==> src/design/quadratic_outline_point_decoder_macros.svh <==
// Assertion macros for the outline point decoder.
`ifndef QUADRATIC_OUTLINE_POINT_DECODER_MACROS_SVH
`define QUADRATIC_OUTLINE_POINT_DECODER_MACROS_SVH

// Same-cycle implication, checked outside reset.
`define QOPD_ASSERT_IMPLIES(lbl, ante, cons) \
  lbl: assert property (@(posedge clk) disable iff (!rst_n) (ante) |-> (cons)) \
    else $error("outline decoder check failed");

// Next-cycle implication, checked outside reset.
`define QOPD_ASSERT_NEXT(lbl, ante, cons) \
  lbl: assert property (@(posedge clk) disable iff (!rst_n) (ante) |=> (cons)) \
    else $error("outline decoder check failed");

`endif

==> src/design/qopd_pkg.sv <==
// Shared types and constants of the outline point decoder.
package qopd_pkg;

  localparam int unsigned CoordW = 32;
  localparam int unsigned RawW   = 16;
  localparam int unsigned FlagW  = 8;

  localparam int unsigned FLAG_ON_CURVE = 0;
  localparam int unsigned FLAG_X_SHORT  = 1;
  localparam int unsigned FLAG_Y_SHORT  = 2;
  localparam int unsigned FLAG_X_SAME   = 4;
  localparam int unsigned FLAG_Y_SAME   = 5;

  localparam logic [CoordW-1:0] SCALE_RESET  = 32'h0001_0000;
  localparam logic [CoordW-1:0] OFFSET_RESET = 32'h0000_0000;

  typedef enum logic [1:0] {
    REG_X_SCALE  = 2'd0,
    REG_Y_SCALE  = 2'd1,
    REG_X_OFFSET = 2'd2,
    REG_Y_OFFSET = 2'd3
  } cfg_reg_t;

  typedef enum logic [1:0] {
    PH_IDLE  = 2'd0,
    PH_START = 2'd1,
    PH_CTRL  = 2'd2
  } phase_t;

  typedef enum logic {
    SEG_LINE  = 1'b0,
    SEG_CURVE = 1'b1
  } seg_kind_t;

  typedef struct packed {
    logic [CoordW-1:0] x;
    logic [CoordW-1:0] y;
    logic              on_curve;
    logic              last;
  } pt_t;

  typedef struct packed {
    seg_kind_t         kind;
    logic [CoordW-1:0] sx;
    logic [CoordW-1:0] sy;
    logic [CoordW-1:0] ex;
    logic [CoordW-1:0] ey;
    logic [CoordW-1:0] cx;
    logic [CoordW-1:0] cy;
    logic              bad;
    logic              last;
  } seg_t;

endpackage

==> src/design/quadratic_outline_point_decoder.sv <==
// Top level of the quadratic outline point decoder.
//
// Takes one glyph outline point per cycle and returns line and quadratic curve
// segments in Q16.16. A point passes three registered stages: coordinate decode
// into running font units, a 32x32 multiply by the scale registers, then offset,
// contour machine and a two-entry result queue that drives the output. Points that
// yield zero or one segment flow at one per cycle while the output is ready;
// a point that also closes its contour yields two segments and holds the input
// while the queue drains, since the output moves one segment per cycle. Scale
// and offset registers are written through the cfg port (always ready) and
// should only change while the block holds no points.
`include "quadratic_outline_point_decoder_macros.svh"

module quadratic_outline_point_decoder import qopd_pkg::*; (
  input  logic         clk,
  input  logic         rst_n,
  // point_flags[7:0], x_raw[23:8], y_raw[39:24]
  input  logic [39:0]  in_tdata,
  // glyph_first
  input  logic         in_tuser,
  input  logic         in_tlast,
  input  logic         in_tvalid,
  output logic         in_tready,
  // start_x, start_y, end_x, end_y, ctrl_x, ctrl_y from bit 0 up, 32 bits each
  output logic [191:0] out_tdata,
  // seg_kind[0], bad_start[1]
  output logic [1:0]   out_tuser,
  output logic         out_tlast,
  output logic         out_tvalid,
  input  logic         out_tready,
  input  logic         cfg_valid,
  output logic         cfg_ready,
  input  logic [1:0]   cfg_index,
  input  logic [31:0]  cfg_data
);

  logic [CoordW-1:0] x_scale_r, y_scale_r, x_offset_r, y_offset_r;
  logic              dec_valid, dec_ready, scl_valid, scl_ready;
  pt_t               dec_pt, scl_pt;
  seg_t              seg;

  assign cfg_ready = 1'b1;

  always_ff @(posedge clk) begin
    if (!rst_n) begin
      x_scale_r  <= SCALE_RESET;
      y_scale_r  <= SCALE_RESET;
      x_offset_r <= OFFSET_RESET;
      y_offset_r <= OFFSET_RESET;
    end else if (cfg_valid && cfg_ready) begin
      case (cfg_reg_t'(cfg_index))
        REG_X_SCALE:  x_scale_r  <= cfg_data;
        REG_Y_SCALE:  y_scale_r  <= cfg_data;
        REG_X_OFFSET: x_offset_r <= cfg_data;
        REG_Y_OFFSET: y_offset_r <= cfg_data;
        default: ;
      endcase
    end
  end

  qopd_decode u_decode (
    .clk          (clk),
    .rst_n        (rst_n),
    .in_valid     (in_tvalid),
    .in_ready     (in_tready),
    .flags        (in_tdata[7:0]),
    .x_raw        (in_tdata[23:8]),
    .y_raw        (in_tdata[39:24]),
    .glyph_first  (in_tuser),
    .contour_last (in_tlast),
    .out_valid    (dec_valid),
    .out_ready    (dec_ready),
    .out_pt       (dec_pt)
  );

  qopd_scale u_scale (
    .clk       (clk),
    .rst_n     (rst_n),
    .in_valid  (dec_valid),
    .in_ready  (dec_ready),
    .in_pt     (dec_pt),
    .x_scale   (x_scale_r),
    .y_scale   (y_scale_r),
    .out_valid (scl_valid),
    .out_ready (scl_ready),
    .out_pt    (scl_pt)
  );

  qopd_contour u_contour (
    .clk       (clk),
    .rst_n     (rst_n),
    .in_valid  (scl_valid),
    .in_ready  (scl_ready),
    .in_pt     (scl_pt),
    .x_offset  (x_offset_r),
    .y_offset  (y_offset_r),
    .out_valid (out_tvalid),
    .out_ready (out_tready),
    .out_seg   (seg)
  );

  assign out_tdata = {seg.cy, seg.cx, seg.ey, seg.ex, seg.sy, seg.sx};
  assign out_tuser = {seg.bad, seg.kind};
  assign out_tlast = seg.last;

  `QOPD_ASSERT_IMPLIES(a_bad_is_blank, out_tvalid && out_tuser[1], out_tdata == '0 && !out_tuser[0])
  `QOPD_ASSERT_IMPLIES(a_line_no_ctrl, out_tvalid && !out_tuser[0], out_tdata[191:128] == '0)
  `QOPD_ASSERT_IMPLIES(a_stall_when_full, !in_tready, dec_valid && !dec_ready)
  `QOPD_ASSERT_NEXT(a_dec_holds, dec_valid && !dec_ready, dec_valid && $stable(dec_pt))

endmodule

==> src/design/qopd_decode.sv <==
// Coordinate decode stage: running font-unit point and input register.
module qopd_decode import qopd_pkg::*; (
  input  logic             clk,
  input  logic             rst_n,
  input  logic             in_valid,
  output logic             in_ready,
  input  logic [FlagW-1:0] flags,
  input  logic [RawW-1:0]  x_raw,
  input  logic [RawW-1:0]  y_raw,
  input  logic             glyph_first,
  input  logic             contour_last,
  output logic             out_valid,
  input  logic             out_ready,
  output pt_t              out_pt
);

  function automatic logic [CoordW-1:0] dec_coord(input logic [CoordW-1:0] prev,
                                                  input logic [RawW-1:0]   raw,
                                                  input logic              is_short,
                                                  input logic              same);
    logic [CoordW-1:0] d;
    if (is_short) begin
      d = {{(CoordW-8){1'b0}}, raw[7:0]};
      if (!same) d = -d;
    end else if (!same) begin
      d = {{(CoordW-RawW){raw[RawW-1]}}, raw};
    end else begin
      d = '0;
    end
    return prev + d;
  endfunction

  logic [CoordW-1:0] prev_x_r, prev_y_r, prev_x_nxt, prev_y_nxt;
  logic [CoordW-1:0] base_x, base_y;
  logic              valid_r;
  pt_t               pt_r;
  logic              fire;

  assign in_ready  = !valid_r || out_ready;
  assign fire      = in_valid && in_ready;
  assign out_valid = valid_r;
  assign out_pt    = pt_r;

  always_comb begin
    base_x     = glyph_first ? '0 : prev_x_r;
    base_y     = glyph_first ? '0 : prev_y_r;
    prev_x_nxt = dec_coord(base_x, x_raw, flags[FLAG_X_SHORT], flags[FLAG_X_SAME]);
    prev_y_nxt = dec_coord(base_y, y_raw, flags[FLAG_Y_SHORT], flags[FLAG_Y_SAME]);
  end

  always_ff @(posedge clk) begin
    if (!rst_n) begin
      valid_r  <= 1'b0;
      prev_x_r <= '0;
      prev_y_r <= '0;
    end else if (fire) begin
      valid_r  <= 1'b1;
      prev_x_r <= prev_x_nxt;
      prev_y_r <= prev_y_nxt;
    end else if (out_ready) begin
      valid_r  <= 1'b0;
    end
  end

  always_ff @(posedge clk) begin
    if (fire) begin
      pt_r.x        <= prev_x_nxt;
      pt_r.y        <= prev_y_nxt;
      pt_r.on_curve <= flags[FLAG_ON_CURVE];
      pt_r.last     <= contour_last;
    end
  end

endmodule

==> src/design/qopd_scale.sv <==
// Scale stage: font units times Q16.16 scale, low 32 bits registered.
module qopd_scale import qopd_pkg::*; (
  input  logic              clk,
  input  logic              rst_n,
  input  logic              in_valid,
  output logic              in_ready,
  input  pt_t               in_pt,
  input  logic [CoordW-1:0] x_scale,
  input  logic [CoordW-1:0] y_scale,
  output logic              out_valid,
  input  logic              out_ready,
  output pt_t               out_pt
);

  logic              valid_r;
  pt_t               pt_r;
  logic              fire;
  logic [CoordW-1:0] prod_x, prod_y;

  assign in_ready  = !valid_r || out_ready;
  assign fire      = in_valid && in_ready;
  assign out_valid = valid_r;
  assign out_pt    = pt_r;

  // low half of a two's complement product does not depend on signedness
  assign prod_x = CoordW'(in_pt.x * x_scale);
  assign prod_y = CoordW'(in_pt.y * y_scale);

  always_ff @(posedge clk) begin
    if (!rst_n) begin
      valid_r <= 1'b0;
    end else if (fire) begin
      valid_r <= 1'b1;
    end else if (out_ready) begin
      valid_r <= 1'b0;
    end
  end

  always_ff @(posedge clk) begin
    if (fire) begin
      pt_r.x        <= prod_x;
      pt_r.y        <= prod_y;
      pt_r.on_curve <= in_pt.on_curve;
      pt_r.last     <= in_pt.last;
    end
  end

endmodule

==> src/design/qopd_contour.sv <==
// Contour machine: offset, segment building, and a two-entry result queue.
module qopd_contour import qopd_pkg::*; (
  input  logic              clk,
  input  logic              rst_n,
  input  logic              in_valid,
  output logic              in_ready,
  input  pt_t               in_pt,
  input  logic [CoordW-1:0] x_offset,
  input  logic [CoordW-1:0] y_offset,
  output logic              out_valid,
  input  logic              out_ready,
  output seg_t              out_seg
);

  phase_t            phase_r, phase_nxt, phase_mid;
  logic [CoordW-1:0] ps_x_r, ps_y_r, ps_x_nxt, ps_y_nxt;
  logic [CoordW-1:0] pc_x_r, pc_y_r, pc_x_nxt, pc_y_nxt;
  logic [CoordW-1:0] org_x_r, org_y_r, org_x_nxt, org_y_nxt;
  logic [CoordW-1:0] px, py, mid_x, mid_y;
  logic [CoordW:0]   sum_x, sum_y;

  seg_t              q0_r, q1_r, q0_nxt, q1_nxt;
  logic [1:0]        cnt_r, cnt_nxt;
  logic              pop, fire;

  seg_t              res_a, res_b;
  logic              emit_a;

  assign px    = in_pt.x + x_offset;
  assign py    = in_pt.y + y_offset;
  assign sum_x = {pc_x_r[CoordW-1], pc_x_r} + {px[CoordW-1], px};
  assign sum_y = {pc_y_r[CoordW-1], pc_y_r} + {py[CoordW-1], py};
  assign mid_x = sum_x[CoordW:1];
  assign mid_y = sum_y[CoordW:1];

  assign pop       = (cnt_r != 2'd0) && out_ready;
  assign in_ready  = (cnt_r == 2'd0) || ((cnt_r == 2'd1) && out_ready);
  assign fire      = in_valid && in_ready;
  assign out_valid = (cnt_r != 2'd0);
  assign out_seg   = q0_r;

  // next contour state
  always_comb begin
    phase_mid = phase_r;
    ps_x_nxt  = ps_x_r;
    ps_y_nxt  = ps_y_r;
    pc_x_nxt  = pc_x_r;
    pc_y_nxt  = pc_y_r;
    org_x_nxt = org_x_r;
    org_y_nxt = org_y_r;
    case (phase_r)
      PH_START: begin
        if (in_pt.on_curve) begin
          ps_x_nxt = px;
          ps_y_nxt = py;
        end else begin
          pc_x_nxt  = px;
          pc_y_nxt  = py;
          phase_mid = PH_CTRL;
        end
      end
      PH_CTRL: begin
        if (in_pt.on_curve) begin
          ps_x_nxt  = px;
          ps_y_nxt  = py;
          phase_mid = PH_START;
        end else begin
          ps_x_nxt = mid_x;
          ps_y_nxt = mid_y;
          pc_x_nxt = px;
          pc_y_nxt = py;
        end
      end
      default: begin
        ps_x_nxt  = px;
        ps_y_nxt  = py;
        org_x_nxt = px;
        org_y_nxt = py;
        phase_mid = PH_START;
      end
    endcase
    phase_nxt = in_pt.last ? PH_IDLE : phase_mid;
  end

  // segments produced by this point and by the closing step
  always_comb begin
    emit_a = 1'b0;
    res_a  = '0;
    res_b  = '0;
    case (phase_r)
      PH_START: begin
        if (in_pt.on_curve) begin
          emit_a   = 1'b1;
          res_a.sx = ps_x_r;
          res_a.sy = ps_y_r;
          res_a.ex = px;
          res_a.ey = py;
        end
      end
      PH_CTRL: begin
        emit_a     = 1'b1;
        res_a.kind = SEG_CURVE;
        res_a.sx   = ps_x_r;
        res_a.sy   = ps_y_r;
        res_a.ex   = in_pt.on_curve ? px : mid_x;
        res_a.ey   = in_pt.on_curve ? py : mid_y;
        res_a.cx   = pc_x_r;
        res_a.cy   = pc_y_r;
      end
      default: begin
        emit_a    = !in_pt.on_curve;
        res_a.bad = 1'b1;
      end
    endcase
    res_a.last = !in_pt.last;

    res_b.sx   = ps_x_nxt;
    res_b.sy   = ps_y_nxt;
    res_b.ex   = org_x_nxt;
    res_b.ey   = org_y_nxt;
    res_b.last = 1'b1;
    if (phase_mid == PH_CTRL) begin
      res_b.kind = SEG_CURVE;
      res_b.cx   = pc_x_nxt;
      res_b.cy   = pc_y_nxt;
    end
  end

  // result queue, head at q0
  always_comb begin
    q0_nxt  = q0_r;
    q1_nxt  = q1_r;
    cnt_nxt = cnt_r;
    if (pop) begin
      q0_nxt  = q1_r;
      cnt_nxt = cnt_r - 2'd1;
    end
    if (fire) begin
      if (emit_a) begin
        q0_nxt  = res_a;
        q1_nxt  = res_b;
        cnt_nxt = in_pt.last ? 2'd2 : 2'd1;
      end else if (in_pt.last) begin
        q0_nxt  = res_b;
        cnt_nxt = 2'd1;
      end
    end
  end

  always_ff @(posedge clk) begin
    if (!rst_n) begin
      phase_r <= PH_IDLE;
      cnt_r   <= 2'd0;
    end else begin
      cnt_r <= cnt_nxt;
      if (fire) begin
        phase_r <= phase_nxt;
      end
    end
  end

  always_ff @(posedge clk) begin
    q0_r <= q0_nxt;
    q1_r <= q1_nxt;
    if (fire) begin
      ps_x_r  <= ps_x_nxt;
      ps_y_r  <= ps_y_nxt;
      pc_x_r  <= pc_x_nxt;
      pc_y_r  <= pc_y_nxt;
      org_x_r <= org_x_nxt;
      org_y_r <= org_y_nxt;
    end
  end

endmodule
==> config.mk <==
export PLATFORM = sky130hd
export DESIGN_NAME = quadratic_outline_point_decoder
export DESIGN_NICKNAME = d
export VERILOG_FILES = /design/src/design/qopd_pkg.sv /design/src/design/quadratic_outline_point_decoder.sv /design/src/design/qopd_decode.sv /design/src/design/qopd_scale.sv /design/src/design/qopd_contour.sv
export VERILOG_INCLUDE_DIRS = /design/src /design/src/design
export SDC_FILE = /design/constraint.sdc
export NUM_CORES = 2
export LEC_CHECK = 0
export BUFFER_PORTS_ARGS = -buffer_cell sky130_fd_sc_hd__buf_2
export CAP_MARGIN = 20
export CORE_ASPECT_RATIO = 0.8
export CORE_MARGIN = 3
export CORE_UTILIZATION = 39
export CTS_BUF_LIST = sky130_fd_sc_hd__clkbuf_8
export CTS_CLUSTER_DIAMETER = 50
export DETAILED_ROUTE_END_ITERATION = 7
export PLACE_DENSITY = 0.61
export SKIP_LAST_GASP = 1
export SLEW_MARGIN = 0
export SYNTH_ARGS = -nofsm -noshare
export SYNTH_HDL_FRONTEND = slang
export SYNTH_HIERARCHICAL = 1
export SYNTH_SLANG_ARGS = --single-unit
==> constraint.sdc <==
create_clock -name clk -period 18.8 [get_ports clk]
set_input_delay 2.82 -clock clk [delete_from_list [all_inputs] [get_ports clk]]
set_output_delay 2.82 -clock clk [all_outputs]
set_load 0.02 [all_outputs]
==> impl_metrics.json <==
{
  "die_y_um": 408,
  "hold_buffers": 0,
  "cpPeakStageDelay_ns": 0.70,
  "clk_path_buf_depth": 3,
  "synth_seq_cells": 910,
  "ys_warn_count": 6,
  "synth-xor-area-share_pct": 3.74,
  "placed_cell_area_mm2": 0.0831,
  "fin_hold_ws_ns": 0.431,
  "wl_per_cell_um": 23.3,
  "routed_wl_um": 262000,
  "async_reset_ff_share_pct": 0,
  "start_util_pct": 39.3,
  "die-area_mm2": 0.208,
  "place_ws_ns": 11.02,
  "rrSetupSlack_ns": 10.99,
  "gp_congestion": 0.932,
  "grt_max_degree": 94,
  "worst_setup_path_end_kind": "flop",
  "synth_commonest_cells": "1332 x nand2_1, 938 x inv_1, 822 x fa_1",
  "ios": 279,
  "setup_viol": 0,
  "syn_area_mm2": 0.0789,
  "synthTopCellsByArea": "fa_1 21%, edfxtp_1 20%, dfxtp_1 10%",
  "setup_slack_ns": 10.99,
  "drv_slew": 0,
  "avgSynthCellArea_um2": 9.49,
  "clock_latency_ns": 0.91,
  "gr-total-overflow": 0,
  "synthAdderAreaFrac_pct": 27.9,
  "crit_fanout": 15,
  "die_x_um": 509,
  "rsz0062_at_grt": "false",
  "synthToLayoutAreaGrowth_pct": 9.34,
  "synth-simple-area-share_pct": 15.4,
  "cts_setup_buffers": 0,
  "ys_seq_area_share_pct": 29.6,
  "final_util_pct": 43.0,
  "period_needed_ns": 7.81,
  "crit_buf_inv": 5,
  "fin_cells": 11300,
  "htree_levels": 4,
  "synth-compound-area-share_pct": 12.8,
  "cp.required_ns": 19.38,
  "cts-buffers-inserted": 154,
  "drv_cap": 0,
  "startpoint_type": "flop",
  "synth_top_family_by_area": "adder cells",
  "ys.flop_type": "edfxtp_1",
  "cts_tree": "done",
  "peakVddDrop_mv": 0.0589,
  "initialDrtViolationCount": 5997,
  "core_mm2": 0.201,
  "cts-root-buf": "clkbuf_8",
  "antenna_found_initial": 8,
  "worst_pin_slew_ns": 1.26,
  "clock_sinks": 910,
  "fin_area_mm2": 0.0863,
  "finish.net_count": 9796,
  "via_per_inst": 5.54,
  "slowest_stage": "dfxtp_1",
  "drt_pre_antenna_iters": 6,
  "yosys.cell_count.top_type": "nand2_1",
  "power_density_mw_per_mm2": 107,
  "worst-setup-path-type": "flop to flop",
  "num_rows": 147,
  "finalSetupTns_ns": 0,
  "synth_fp_nets": 9661,
  "hold_path.class": "flop to flop",
  "synth_cell_type_count": 111,
  "postSynthCellCount": 8316,
  "grt_use_total_pct": 24.8,
  "relSlewSlack_pct": 15.7,
  "grt_pass1_vias": 62400,
  "max_freq_ghz": 0.128,
  "status": "finished clean",
  "drc": 0,
  "critPathTopFamily": "adder cells",
  "crit_chain": "buf_4 > and2_1 > fa_1 > fa_1 > fa_1 > inv_1 > fa_1 > inv_1 > fa_1 > inv_1 > fa_1 > inv_1 > fa_1 > fa_1 > ha_1 > and4_1 > nand2_1 > nor4_2 > nor4_2 > nor2_1 > a31oi_1 > o31ai_1 > xnor2_1",
  "drive_gt1_share_pct": 9.11,
  "hpwlAfterDp_um": 192000,
  "totalPowerFinal_mw": 9.22,
  "period_share_pct": 41.5,
  "grt_pass1_wl_um": 393000,
  "final_hold_viol_count": 0,
  "synth_edf_count": 517,
  "arrival_ns": 8.39,
  "synth.area.mux_share_pct": 3.70,
  "clk_pin_slew_worst_paths_ns": 0.06,
  "io_buffers": 274,
  "yosys.area.top_type": "fa_1",
  "crit_top_cell": "fa_1",
  "vias": 62400,
  "synth_top_area_share_pct": 20.8,
  "cts_resized": 0,
  "p_leak_nw": 37.6,
  "skew_ns": 0.0729,
  "dpl.cell_count": 11000,
  "final_antenna_net_count": 0
}
[path summary, 6_finish.rpt]
check,start,end,cells after the start
max,y_scale_r[5]$_SDFFE_PN0P_,u_scale/out_pt[33]$_DFFE_PP_,23
min,u_decode/out_pt[0]$_DFFE_PP_,u_scale/out_pt[0]$_DFFE_PP_,0
max reg2reg,y_scale_r[5]$_SDFFE_PN0P_,u_scale/out_pt[33]$_DFFE_PP_,23
min reg2reg,u_decode/out_pt[0]$_DFFE_PP_,u_scale/out_pt[0]$_DFFE_PP_,0
[power by group]
part           internal, mW  switching [mW]
clock                 0.972           0.901
sequential             2.59           0.268
combinational          1.59            2.90
total                  5.15            4.07
[layer usage]
metal | track usage (%) | part of all wire [%] | wire length (um) | vias up
met4 | 6.64 | 2.5 | 6630 | 6
li1 | - | - | - | 28000
met5 | 0 | 0.018 | 47 | -
met2 | 38.2 | 44 | 116000 | 2834
met3 | 4.58 | 8.7 | 22900 | 354
met1 | 35.6 | 44 | 117000 | 31300
[final cells by class]
cell class                      instances  area [um^2]
Clock buffer                          177         2440
Fill cell                           19600       115000
Multi-Input combinational cell       6009        50200
Antenna cell                            4         10.0
Timing Repair Buffer                  436         2610
Clock inverter                        108          754
Sequential cell                       910        23400
Tap cell                             2682         3360
Inverter                              940         3540
[layout by cell type (no fill, tap or decap), drive strengths merged, types with 83 or more instances in the layout]
master,netlist,layout
dfxtp,393,393
o21ai,276,276
a221o,83,83
nor2b,103,103
and2,590,590
mux2i,241,241
fa,822,822
ha,442,442
clkbuf,381,177
buf,76,436
xnor2,242,242
xor2,94,94
a21oi,522,522
edfxtp,517,517
inv,939,1001
nand2,1332,1332
nor2,286,286
[cell families (layout without fill, tap and decap cells)]
kind of cell / count (synthesis) / count (layout)
and+or+nand+nor: 2593 / 2593
AOI/OAI and AO/OA: 1529 / 1529
buffers and inverters: 1397 / 1661
adders and majority gates: 1264 / 1264
DFF: 910 / 910
xor gates and xnor gates: 336 / 336
muxes: 286 / 286
other: 1 / 5
[state kept, by name, indices dropped and copies added (netlist names), 32 cells and up]
name / flops
u_contour/ps_x_r: 32
u_decode/out_pt: 66
u_contour/pc_y_r: 32
y_offset_r: 32
u_decode/prev_y_r: 32
x_scale_r: 32
u_decode/prev_x_r: 32
x_offset_r: 32
y_scale_r: 32
u_contour/out_seg: 195
u_contour/org_x_r: 32
u_contour/pc_x_r: 32
u_contour/org_y_r: 32
u_scale/out_pt: 66
u_contour/q1_r: 193
u_contour/ps_y_r: 32
[worst reg2reg max path: cells and delay by family, from the launching register on]
kind | cells | cell delay [ns]
flops | 1 | 0.70
simple gates | 6 | 1.28
buf+inv | 5 | 0.55
compound gates | 2 | 0.61
fa+ha+maj | 9 | 4.21
xor+xnor | 1 | 0.16
No activity file was read; power rests on OpenSTA's default activity.
